===== config.mk =====
export PLATFORM = sky130hd
export DESIGN_NAME = rational_arith_reduce_core
export DESIGN_NICKNAME = d
export VERILOG_FILES = /design/src/rtl/core/rar_pkg.sv /design/src/rtl/core/rational_arith_reduce_core.sv /design/src/rtl/core/rar_front.sv /design/src/rtl/core/rar_back.sv
export SDC_FILE = /design/constraint.sdc
export NUM_CORES = 2
export LEC_CHECK = 0
export BUFFER_PORTS_ARGS = -buffer_cell sky130_fd_sc_hd__clkbuf_2
export CORE_MARGIN = 3
export CORE_UTILIZATION = 55
export DETAILED_ROUTE_END_ITERATION = 6
export PLACE_DENSITY = 0.74
export SYNTH_ARGS = -nofsm -noshare
export SYNTH_HDL_FRONTEND = slang
export SYNTH_SLANG_ARGS = --single-unit

===== constraint.sdc =====
create_clock -name i_clk -period 6.24 [get_ports i_clk]
set_input_delay 0.312 -clock i_clk [delete_from_list [all_inputs] [get_ports i_clk]]
set_output_delay 0.312 -clock i_clk [all_outputs]
set_load 0.02 [all_outputs]

===== src/rtl/core/rar_pkg.sv =====
// Shared types and constants for the rational arithmetic reduce core.
package rar_pkg;

    localparam int OPERAND_WIDTH_DEF = 16;
    localparam int NUM_W = 33;
    localparam int DEN_W = 32;

    typedef enum logic [1:0] {
        OP_ADD = 2'd0,
        OP_SUB = 2'd1,
        OP_MUL = 2'd2,
        OP_DIV = 2'd3
    } t_op;

    typedef enum logic [2:0] {
        S_IDLE, S_EUC, S_DIVN, S_DIVD, S_OUT
    } t_bstate;

endpackage


===== src/rtl/core/rational_arith_reduce_core.sv =====
// Top level of the rational arithmetic reduce core.
//  channel | dir | handshake           | payload
//  in      | in  | i_valid / o_stall   | i_operation, i_a_num, i_a_den, i_b_num, i_b_den
//  out     | out | o_valid / i_stall   | o_res_num, o_res_den, o_div_error
// One item holds the back end from accept until its result is registered: the
// Euclid loop and then the numerator and denominator divisions all run on the
// one bit-serial restoring divider, on 2*OPERAND_WIDTH+1 bit magnitudes.
// A zero denominator skips the divider and goes straight to the output state.
// Synchronous active-low reset clears all control state.
// A two-entry queue between front and back lets input keep flowing while
// the back end works or the output is stalled.
module rational_arith_reduce_core #(
    parameter int OPERAND_WIDTH = rar_pkg::OPERAND_WIDTH_DEF
) (
    input  logic i_clk,
    input  logic i_rst_n,
    input  logic i_valid,
    output logic o_stall,
    input  logic [1:0] i_operation,
    input  logic signed [OPERAND_WIDTH-1:0] i_a_num,
    input  logic signed [OPERAND_WIDTH-1:0] i_a_den,
    input  logic signed [OPERAND_WIDTH-1:0] i_b_num,
    input  logic signed [OPERAND_WIDTH-1:0] i_b_den,
    output logic o_valid,
    input  logic i_stall,
    output logic signed [rar_pkg::NUM_W-1:0] o_res_num,
    output logic signed [rar_pkg::DEN_W-1:0] o_res_den,
    output logic o_div_error
);
    import rar_pkg::*;

    localparam int MW = 2 * OPERAND_WIDTH + 1;

    logic q_valid, q_take, q_nneg, q_dneg;
    logic [MW-1:0] q_nmag, q_dmag;

    rar_front #(.OW(OPERAND_WIDTH), .MW(MW)) u_front (
        .i_clk, .i_rst_n, .i_valid, .o_stall, .i_operation,
        .i_a_num, .i_a_den, .i_b_num, .i_b_den,
        .o_q_valid(q_valid), .i_q_take(q_take), .o_q_nneg(q_nneg),
        .o_q_dneg(q_dneg), .o_q_nmag(q_nmag), .o_q_dmag(q_dmag)
    );

    rar_back #(.OW(OPERAND_WIDTH), .MW(MW)) u_back (
        .i_clk, .i_rst_n, .i_q_valid(q_valid), .o_q_take(q_take),
        .i_q_nneg(q_nneg), .i_q_dneg(q_dneg), .i_q_nmag(q_nmag),
        .i_q_dmag(q_dmag), .o_valid, .i_stall, .o_res_num, .o_res_den,
        .o_div_error
    );
endmodule


===== src/rtl/core/rar_front.sv =====
// Front end: products, signed sum and magnitude split, into a two-deep queue.
module rar_front #(
    parameter int OW = rar_pkg::OPERAND_WIDTH_DEF,
    parameter int MW = 2 * OW + 1
) (
    input  logic                i_clk,
    input  logic                i_rst_n,
    input  logic                i_valid,
    output logic                o_stall,
    input  logic [1:0]          i_operation,
    input  logic signed [OW-1:0] i_a_num,
    input  logic signed [OW-1:0] i_a_den,
    input  logic signed [OW-1:0] i_b_num,
    input  logic signed [OW-1:0] i_b_den,
    output logic                o_q_valid,
    input  logic                i_q_take,
    output logic                o_q_nneg,
    output logic                o_q_dneg,
    output logic [MW-1:0]       o_q_nmag,
    output logic [MW-1:0]       o_q_dmag
);
    import rar_pkg::*;

    localparam int PW = 2 * OW;

    // stage 1: products
    logic                r_s1_v;
    logic                r_s1_sub;
    logic                r_s1_two;
    logic signed [PW-1:0] r_p, r_q, r_d;
    // queue
    logic [1:0]          r_qv, n_qv;
    logic [MW-1:0]       r_nm [2];
    logic [MW-1:0]       r_dm [2];
    logic [1:0]          r_nn, r_dn;
    logic                r_wp, r_rp;

    logic                s1_adv, q_push, q_full, q_pop;
    logic signed [PW:0]  p_x, q_x, sum;
    logic                nneg;
    logic [MW-1:0]       nmag;
    logic [MW-1:0]       dmag;
    logic signed [PW:0]  d_x;

    assign q_full = r_qv[0] & r_qv[1];
    assign q_push = r_s1_v & ~q_full;
    assign q_pop  = i_q_take & o_q_valid;
    assign s1_adv = ~r_s1_v | q_push;
    assign o_stall = ~s1_adv;

    always_ff @(posedge i_clk) begin
        if (s1_adv) begin
            unique case (t_op'(i_operation))
                OP_ADD, OP_SUB: begin
                    r_p <= PW'(i_a_num) * PW'(i_b_den);
                    r_q <= PW'(i_b_num) * PW'(i_a_den);
                    r_d <= PW'(i_a_den) * PW'(i_b_den);
                end
                OP_MUL: begin
                    r_p <= PW'(i_a_num) * PW'(i_b_num);
                    r_q <= '0;
                    r_d <= PW'(i_a_den) * PW'(i_b_den);
                end
                default: begin
                    r_p <= PW'(i_a_num) * PW'(i_b_den);
                    r_q <= '0;
                    r_d <= PW'(i_a_den) * PW'(i_b_num);
                end
            endcase
            r_s1_sub <= (i_operation == OP_SUB);
            r_s1_two <= 1'b1;
        end
    end

    assign p_x = {r_p[PW-1], r_p};
    assign q_x = {r_q[PW-1], r_q};
    assign sum = r_s1_sub ? (p_x - q_x) : (p_x + q_x);
    assign nneg = sum[PW];
    assign nmag = nneg ? MW'(-sum) : MW'(sum);
    assign d_x = {r_d[PW-1], r_d};
    assign dmag = d_x[PW] ? MW'(-d_x) : MW'(d_x);

    // push and pop never touch the same entry: a full queue blocks the push
    always_comb begin
        n_qv = r_qv;
        if (q_pop) n_qv[r_rp] = 1'b0;
        if (q_push) n_qv[r_wp] = 1'b1;
    end

    always_ff @(posedge i_clk) begin
        if (!i_rst_n) begin
            r_s1_v <= 1'b0;
            r_qv   <= '0;
            r_wp   <= 1'b0;
            r_rp   <= 1'b0;
        end else begin
            if (s1_adv) r_s1_v <= i_valid;
            r_qv <= n_qv;
            if (q_push) r_wp <= ~r_wp;
            if (q_pop) r_rp <= ~r_rp;
        end
    end

    always_ff @(posedge i_clk) begin
        if (q_push) begin
            r_nm[r_wp] <= nmag;
            r_dm[r_wp] <= dmag;
            r_nn[r_wp] <= nneg & r_s1_two;
            r_dn[r_wp] <= d_x[PW];
        end
    end

    assign o_q_valid = r_qv[r_rp];
    assign o_q_nneg  = r_nn[r_rp];
    assign o_q_dneg  = r_dn[r_rp];
    assign o_q_nmag  = r_nm[r_rp];
    assign o_q_dmag  = r_dm[r_rp];
endmodule


===== src/rtl/core/rar_back.sv =====
// Back end: Euclid loop and final divisions on a shared restoring divider.
module rar_back #(
    parameter int OW = rar_pkg::OPERAND_WIDTH_DEF,
    parameter int MW = 2 * OW + 1
) (
    input  logic          i_clk,
    input  logic          i_rst_n,
    input  logic          i_q_valid,
    output logic          o_q_take,
    input  logic          i_q_nneg,
    input  logic          i_q_dneg,
    input  logic [MW-1:0] i_q_nmag,
    input  logic [MW-1:0] i_q_dmag,
    output logic          o_valid,
    input  logic          i_stall,
    output logic signed [rar_pkg::NUM_W-1:0] o_res_num,
    output logic signed [rar_pkg::DEN_W-1:0] o_res_den,
    output logic          o_div_error
);
    import rar_pkg::*;

    localparam int CW = $clog2(MW + 1);

    t_bstate r_st, n_st;
    logic [MW-1:0] r_x, r_y, r_nm, r_dm, r_nq;
    logic          r_nn, r_dn, r_par;
    // divider
    logic [MW-1:0] r_rem, r_quo, r_dvs;
    logic [CW-1:0] r_cnt;
    logic          r_busy;
    logic [MW:0]   trial;
    logic          dv_done;
    logic          r_ov;
    logic signed [NUM_W-1:0] r_on;
    logic signed [DEN_W-1:0] r_od;
    logic          r_oe;

    logic start_div;
    logic [MW-1:0] div_a, div_b;
    logic          g_neg, nz;

    assign trial   = {r_rem, r_quo[MW-1]} - {1'b0, r_dvs};
    assign dv_done = r_busy && (r_cnt == CW'(MW - 1));
    assign g_neg   = r_par ? r_dn : r_nn;
    assign o_q_take = (r_st == S_IDLE) && i_q_valid;

    always_comb begin
        n_st = r_st;
        start_div = 1'b0;
        div_a = r_x;
        div_b = r_y;
        unique case (r_st)
            S_IDLE: if (i_q_valid) n_st = (i_q_dmag == '0) ? S_OUT : S_EUC;
            S_EUC: begin
                if (!r_busy) begin
                    if (r_y == '0) begin
                        n_st = S_DIVN;
                        start_div = 1'b1;
                        div_a = r_nm;
                        div_b = r_x;
                    end else begin
                        start_div = 1'b1;
                    end
                end
            end
            S_DIVN: if (dv_done) begin
                n_st = S_DIVD;
            end
            S_DIVD: if (!r_busy && r_cnt == '0) begin
                start_div = 1'b1;
                div_a = r_dm;
                div_b = r_x;
            end else if (dv_done) begin
                n_st = S_OUT;
            end
            S_OUT: if (!r_ov || !i_stall) n_st = S_IDLE;
            default: n_st = S_IDLE;
        endcase
    end

    always_ff @(posedge i_clk) begin
        if (!i_rst_n) begin
            r_st   <= S_IDLE;
            r_busy <= 1'b0;
            r_ov   <= 1'b0;
            r_cnt  <= '0;
        end else begin
            r_st <= n_st;
            if (start_div) begin
                r_busy <= 1'b1;
                r_cnt  <= '0;
            end else if (dv_done) begin
                r_busy <= 1'b0;
                r_cnt  <= '0;
            end else if (r_busy) begin
                r_cnt <= r_cnt + 1'b1;
            end
            if (r_st == S_OUT && (!r_ov || !i_stall)) r_ov <= 1'b1;
            else if (r_ov && !i_stall) r_ov <= 1'b0;
        end
    end

    always_ff @(posedge i_clk) begin
        if (start_div) begin
            r_rem <= '0;
            r_quo <= div_a;
            r_dvs <= div_b;
        end else if (r_busy) begin
            if (!trial[MW]) begin
                r_rem <= trial[MW-1:0];
                r_quo <= {r_quo[MW-2:0], 1'b1};
            end else begin
                r_rem <= {r_rem[MW-2:0], r_quo[MW-1]};
                r_quo <= {r_quo[MW-2:0], 1'b0};
            end
        end
        if (r_st == S_IDLE && i_q_valid) begin
            r_x   <= i_q_nmag;
            r_y   <= i_q_dmag;
            r_nm  <= i_q_nmag;
            r_dm  <= i_q_dmag;
            r_nn  <= i_q_nneg;
            r_dn  <= i_q_dneg;
            r_par <= 1'b0;
        end
        if (r_st == S_EUC && dv_done) begin
            r_x   <= r_y;
            r_y   <= trial[MW] ? {r_rem[MW-2:0], r_quo[MW-1]} : trial[MW-1:0];
            r_par <= ~r_par;
        end
        if (r_st == S_DIVN && dv_done)
            r_nq <= trial[MW] ? {r_quo[MW-2:0], 1'b0} : {r_quo[MW-2:0], 1'b1};
        if (r_st == S_DIVD && dv_done) begin
            r_dm <= trial[MW] ? {r_quo[MW-2:0], 1'b0} : {r_quo[MW-2:0], 1'b1};
            r_nm <= r_nq;
        end
        if (r_st == S_OUT && (!r_ov || !i_stall)) begin
            if (r_dm == '0) begin
                r_on <= '0;
                r_od <= '0;
                r_oe <= 1'b1;
            end else begin
                r_on <= (r_nn != g_neg && nz) ? NUM_W'(-r_nm) : NUM_W'(r_nm);
                r_od <= (r_dn != g_neg) ? DEN_W'(-r_dm) : DEN_W'(r_dm);
                r_oe <= 1'b0;
            end
        end
    end

    assign nz = (r_nm != '0);
    assign o_valid     = r_ov;
    assign o_res_num   = r_on;
    assign o_res_den   = r_od;
    assign o_div_error = r_oe;
endmodule


==> flow_metrics.tcl <==
set metrics [dict create \
    outcome "completed" \
    portBuffers 137 \
    biggestRegsByFlops "u_front.r_dm: 66 flops, u_front.r_nm: 66 flops" \
    areaGrowthSynthToFinish_pct 12.5 \
    slowest_stage "fa_1" \
    clk_latency_ns 0.66 \
    async_flop_share_pct 0 \
    grt_max_degree 94 \
    clkSlewWorstSetupHoldPaths_ns 0.07 \
    end_kind "flop" \
    totalWireLength_mm 188 \
    num-fill-cells 10100 \
    yosysSeqAreaShare_pct 24.6 \
    synth_cell_type_count 86 \
    syn_inst 7034 \
    wl_per_cell_um 20.4 \
    first_pass_iters 6 \
    num_vias 51900 \
    gp_congestion 0.949 \
    hold_slack_ns 0.0457 \
    fmax_ghz 0.165 \
    start_util_pct 55.6 \
    fin_cells 9188 \
    ys_ff_latch 583 \
    cpMostUsedCell "fa_1" \
    yosysTopAreaCellShare_pct 30.4 \
    startpoint_type "input port" \
    drt_iter0_drc 4332 \
    critPathArrivalTime_ns 6.49 \
    finClkSkew_ns 0.0238 \
    synthTopCellsByArea "fa_1, edfxtp_1, ha_1" \
    postRouteAntennaNets 0 \
    required_ns 6.68 \
    hold_path.class "in2reg" \
    layout-drive-gt1-share_pct 12.2 \
    setup_viol 0 \
    cts_max_level 2 \
    worst_pin_slew_ns 1.00 \
    ys.warnings.count 0 \
    syn_area_per_cell_um2 9.83 \
    core_area_um2 124000 \
    tritoncts "yes" \
    die_w_um 361 \
    dp_hpwl_mm 154 \
    dpl.cell_count 9075 \
    period_share_pct 96.9 \
    grt-ovfl-total 0 \
    clockBufferDepth 3 \
    synth_commonest_cells "inv_1, fa_1, nand2_1" \
    ctsRootBufferMaster "clkbuf_16" \
    period_needed_ns 6.05 \
    crit_fanout 9 \
    post-route-util_pct 62.6 \
    clkSinkCount 583 \
    die-area_um2 130000 \
    grt_pass1_wl_mm 298 \
    synth_top_area_cell "fa_1" \
    drv_slew 0 \
    rsz0062_at_grt "yes" \
    slowest_delay_ns 0.55 \
    hold_viol_final 0 \
    synth.most_common_cell "inv_1" \
    drv_cap 0 \
    nNetsFinal 9024 \
    max_slew_margin_pct 32.9 \
    rows 129 \
    drc 0 \
    io_pins 138 \
    multi_input_area_um2 46500 \
    critical_path_class "in2reg" \
    cts_made_buffers 61 \
    synth_ff_type "edfxtp_1" \
    antenna_found_initial 7 \
    netlist_area_um2 69200 \
    synth_edf_count 533 \
    vias_per_cell 5.65 \
    grt_pass1_vias 54300 \
    die_h_um 361 \
    regArea_um2 17000 \
    grt_usage_pct 29.1 \
]
## cells by family (layout without fill, tap and decap cells)
logic type / count (synthesis) / after routing / share of synthesized area, %
buf+inv: 1556 / 2067 / 8.49
flops: 583 / 583 / 24.6
xor+xnor: 317 / 317 / 4.01
mux: 167 / 167 / 2.50
simple gates: 2032 / 2032 / 14.4
compound gates: 927 / 927 / 8.39
other cells: 1 / 7 / 0.00542
fa+ha+maj: 1451 / 1451 / 37.7
## placed cells by master, fill, tap and decap left out, types with 50 or more instances in the layout
| cell | Yosys | final |
|---|---|---|
| nor2_1 | 423 | 419 |
| inv_1 | 1236 | 1235 |
| ha_1 | 401 | 401 |
| and2_1 | 504 | 505 |
| a21o_1 | 62 | 62 |
| nand2b_1 | 55 | 54 |
| clkbuf_16 | 0 | 63 |
| nor3_1 | 60 | 58 |
| nand3_1 | 53 | 50 |
| o21ai_0 | 180 | 176 |
| nand2_1 | 707 | 704 |
| a21oi_1 | 318 | 314 |
| clkbuf_2 | 0 | 130 |
| mux2i_1 | 124 | 124 |
| edfxtp_1 | 533 | 533 |
| xor2_1 | 91 | 91 |
| fa_1 | 1050 | 1049 |
| buf_4 | 1 | 536 |
| xnor2_1 | 226 | 226 |
## layout make-up
type                            instances  area share [%]
Antenna cell                            5          0.0161
Clock buffer                           74            2.11
Clock inverter                         32           0.352
Inverter                             1239            5.98
Multi-Input combinational cell       4896            59.8
Sequential cell                       583            21.9
Tap cell                             1637            2.63
Timing Repair Buffer                  722            7.27
## routing by layer
metal / track usage [%] / share of wire (%)
met5: 0 / 0.023
met1: 37.8 / 40
met3: 4.30 / 7.2
met4: 13.2 / 5.4
met2: 48.4 / 48
## repair_timing
action,in CTS,in global routing
hold buffers,2,0
gates cloned,0,0
endpoints found under the hold margin,2,0
gates resized for setup,1,35
setup buffers,0,0
setup endpoints to repair,1,26
pin swaps,0,2
## per-stage QoR
step	instance area, um^2	TNS (ns)	setup WS, ns
global route	77800	-0.0768	-0.0404
finish	77800	0	0.193
global placement	75700	-12.01	-0.533
floorplan	69200	0	0.000415
detailed placement	75700	-15.63	-0.665
CTS	77600	0	0.122
## critical path, delay by kind of cell
| family | cells | cell delay [ns] |
|---|---|---|
| compound gates | 7 | 1.44 |
| fa+ha+maj | 7 | 3.16 |
| buf+inv | 8 | 0.80 |
| simple gates | 4 | 0.79 |
## path summary, 6_finish.rpt
kind                        start                  end  slack (ns)  cells after the start
setup / recovery       i_b_num[4]      u_front.r_q[27]        0.19                     26
hold / removal            i_rst_n      u_front.r_qv[1]        0.05                      2
setup reg to reg   u_front.r_q[3]  u_front.r_nm[1][32]        0.53                     21
hold reg to reg   u_back.r_rem[6]      u_back.r_rem[6]        0.48                      2
Power is left out: the tool's default activity adds up to more than one toggle a clock period on the data nets, which glitch-free logic cannot reach.
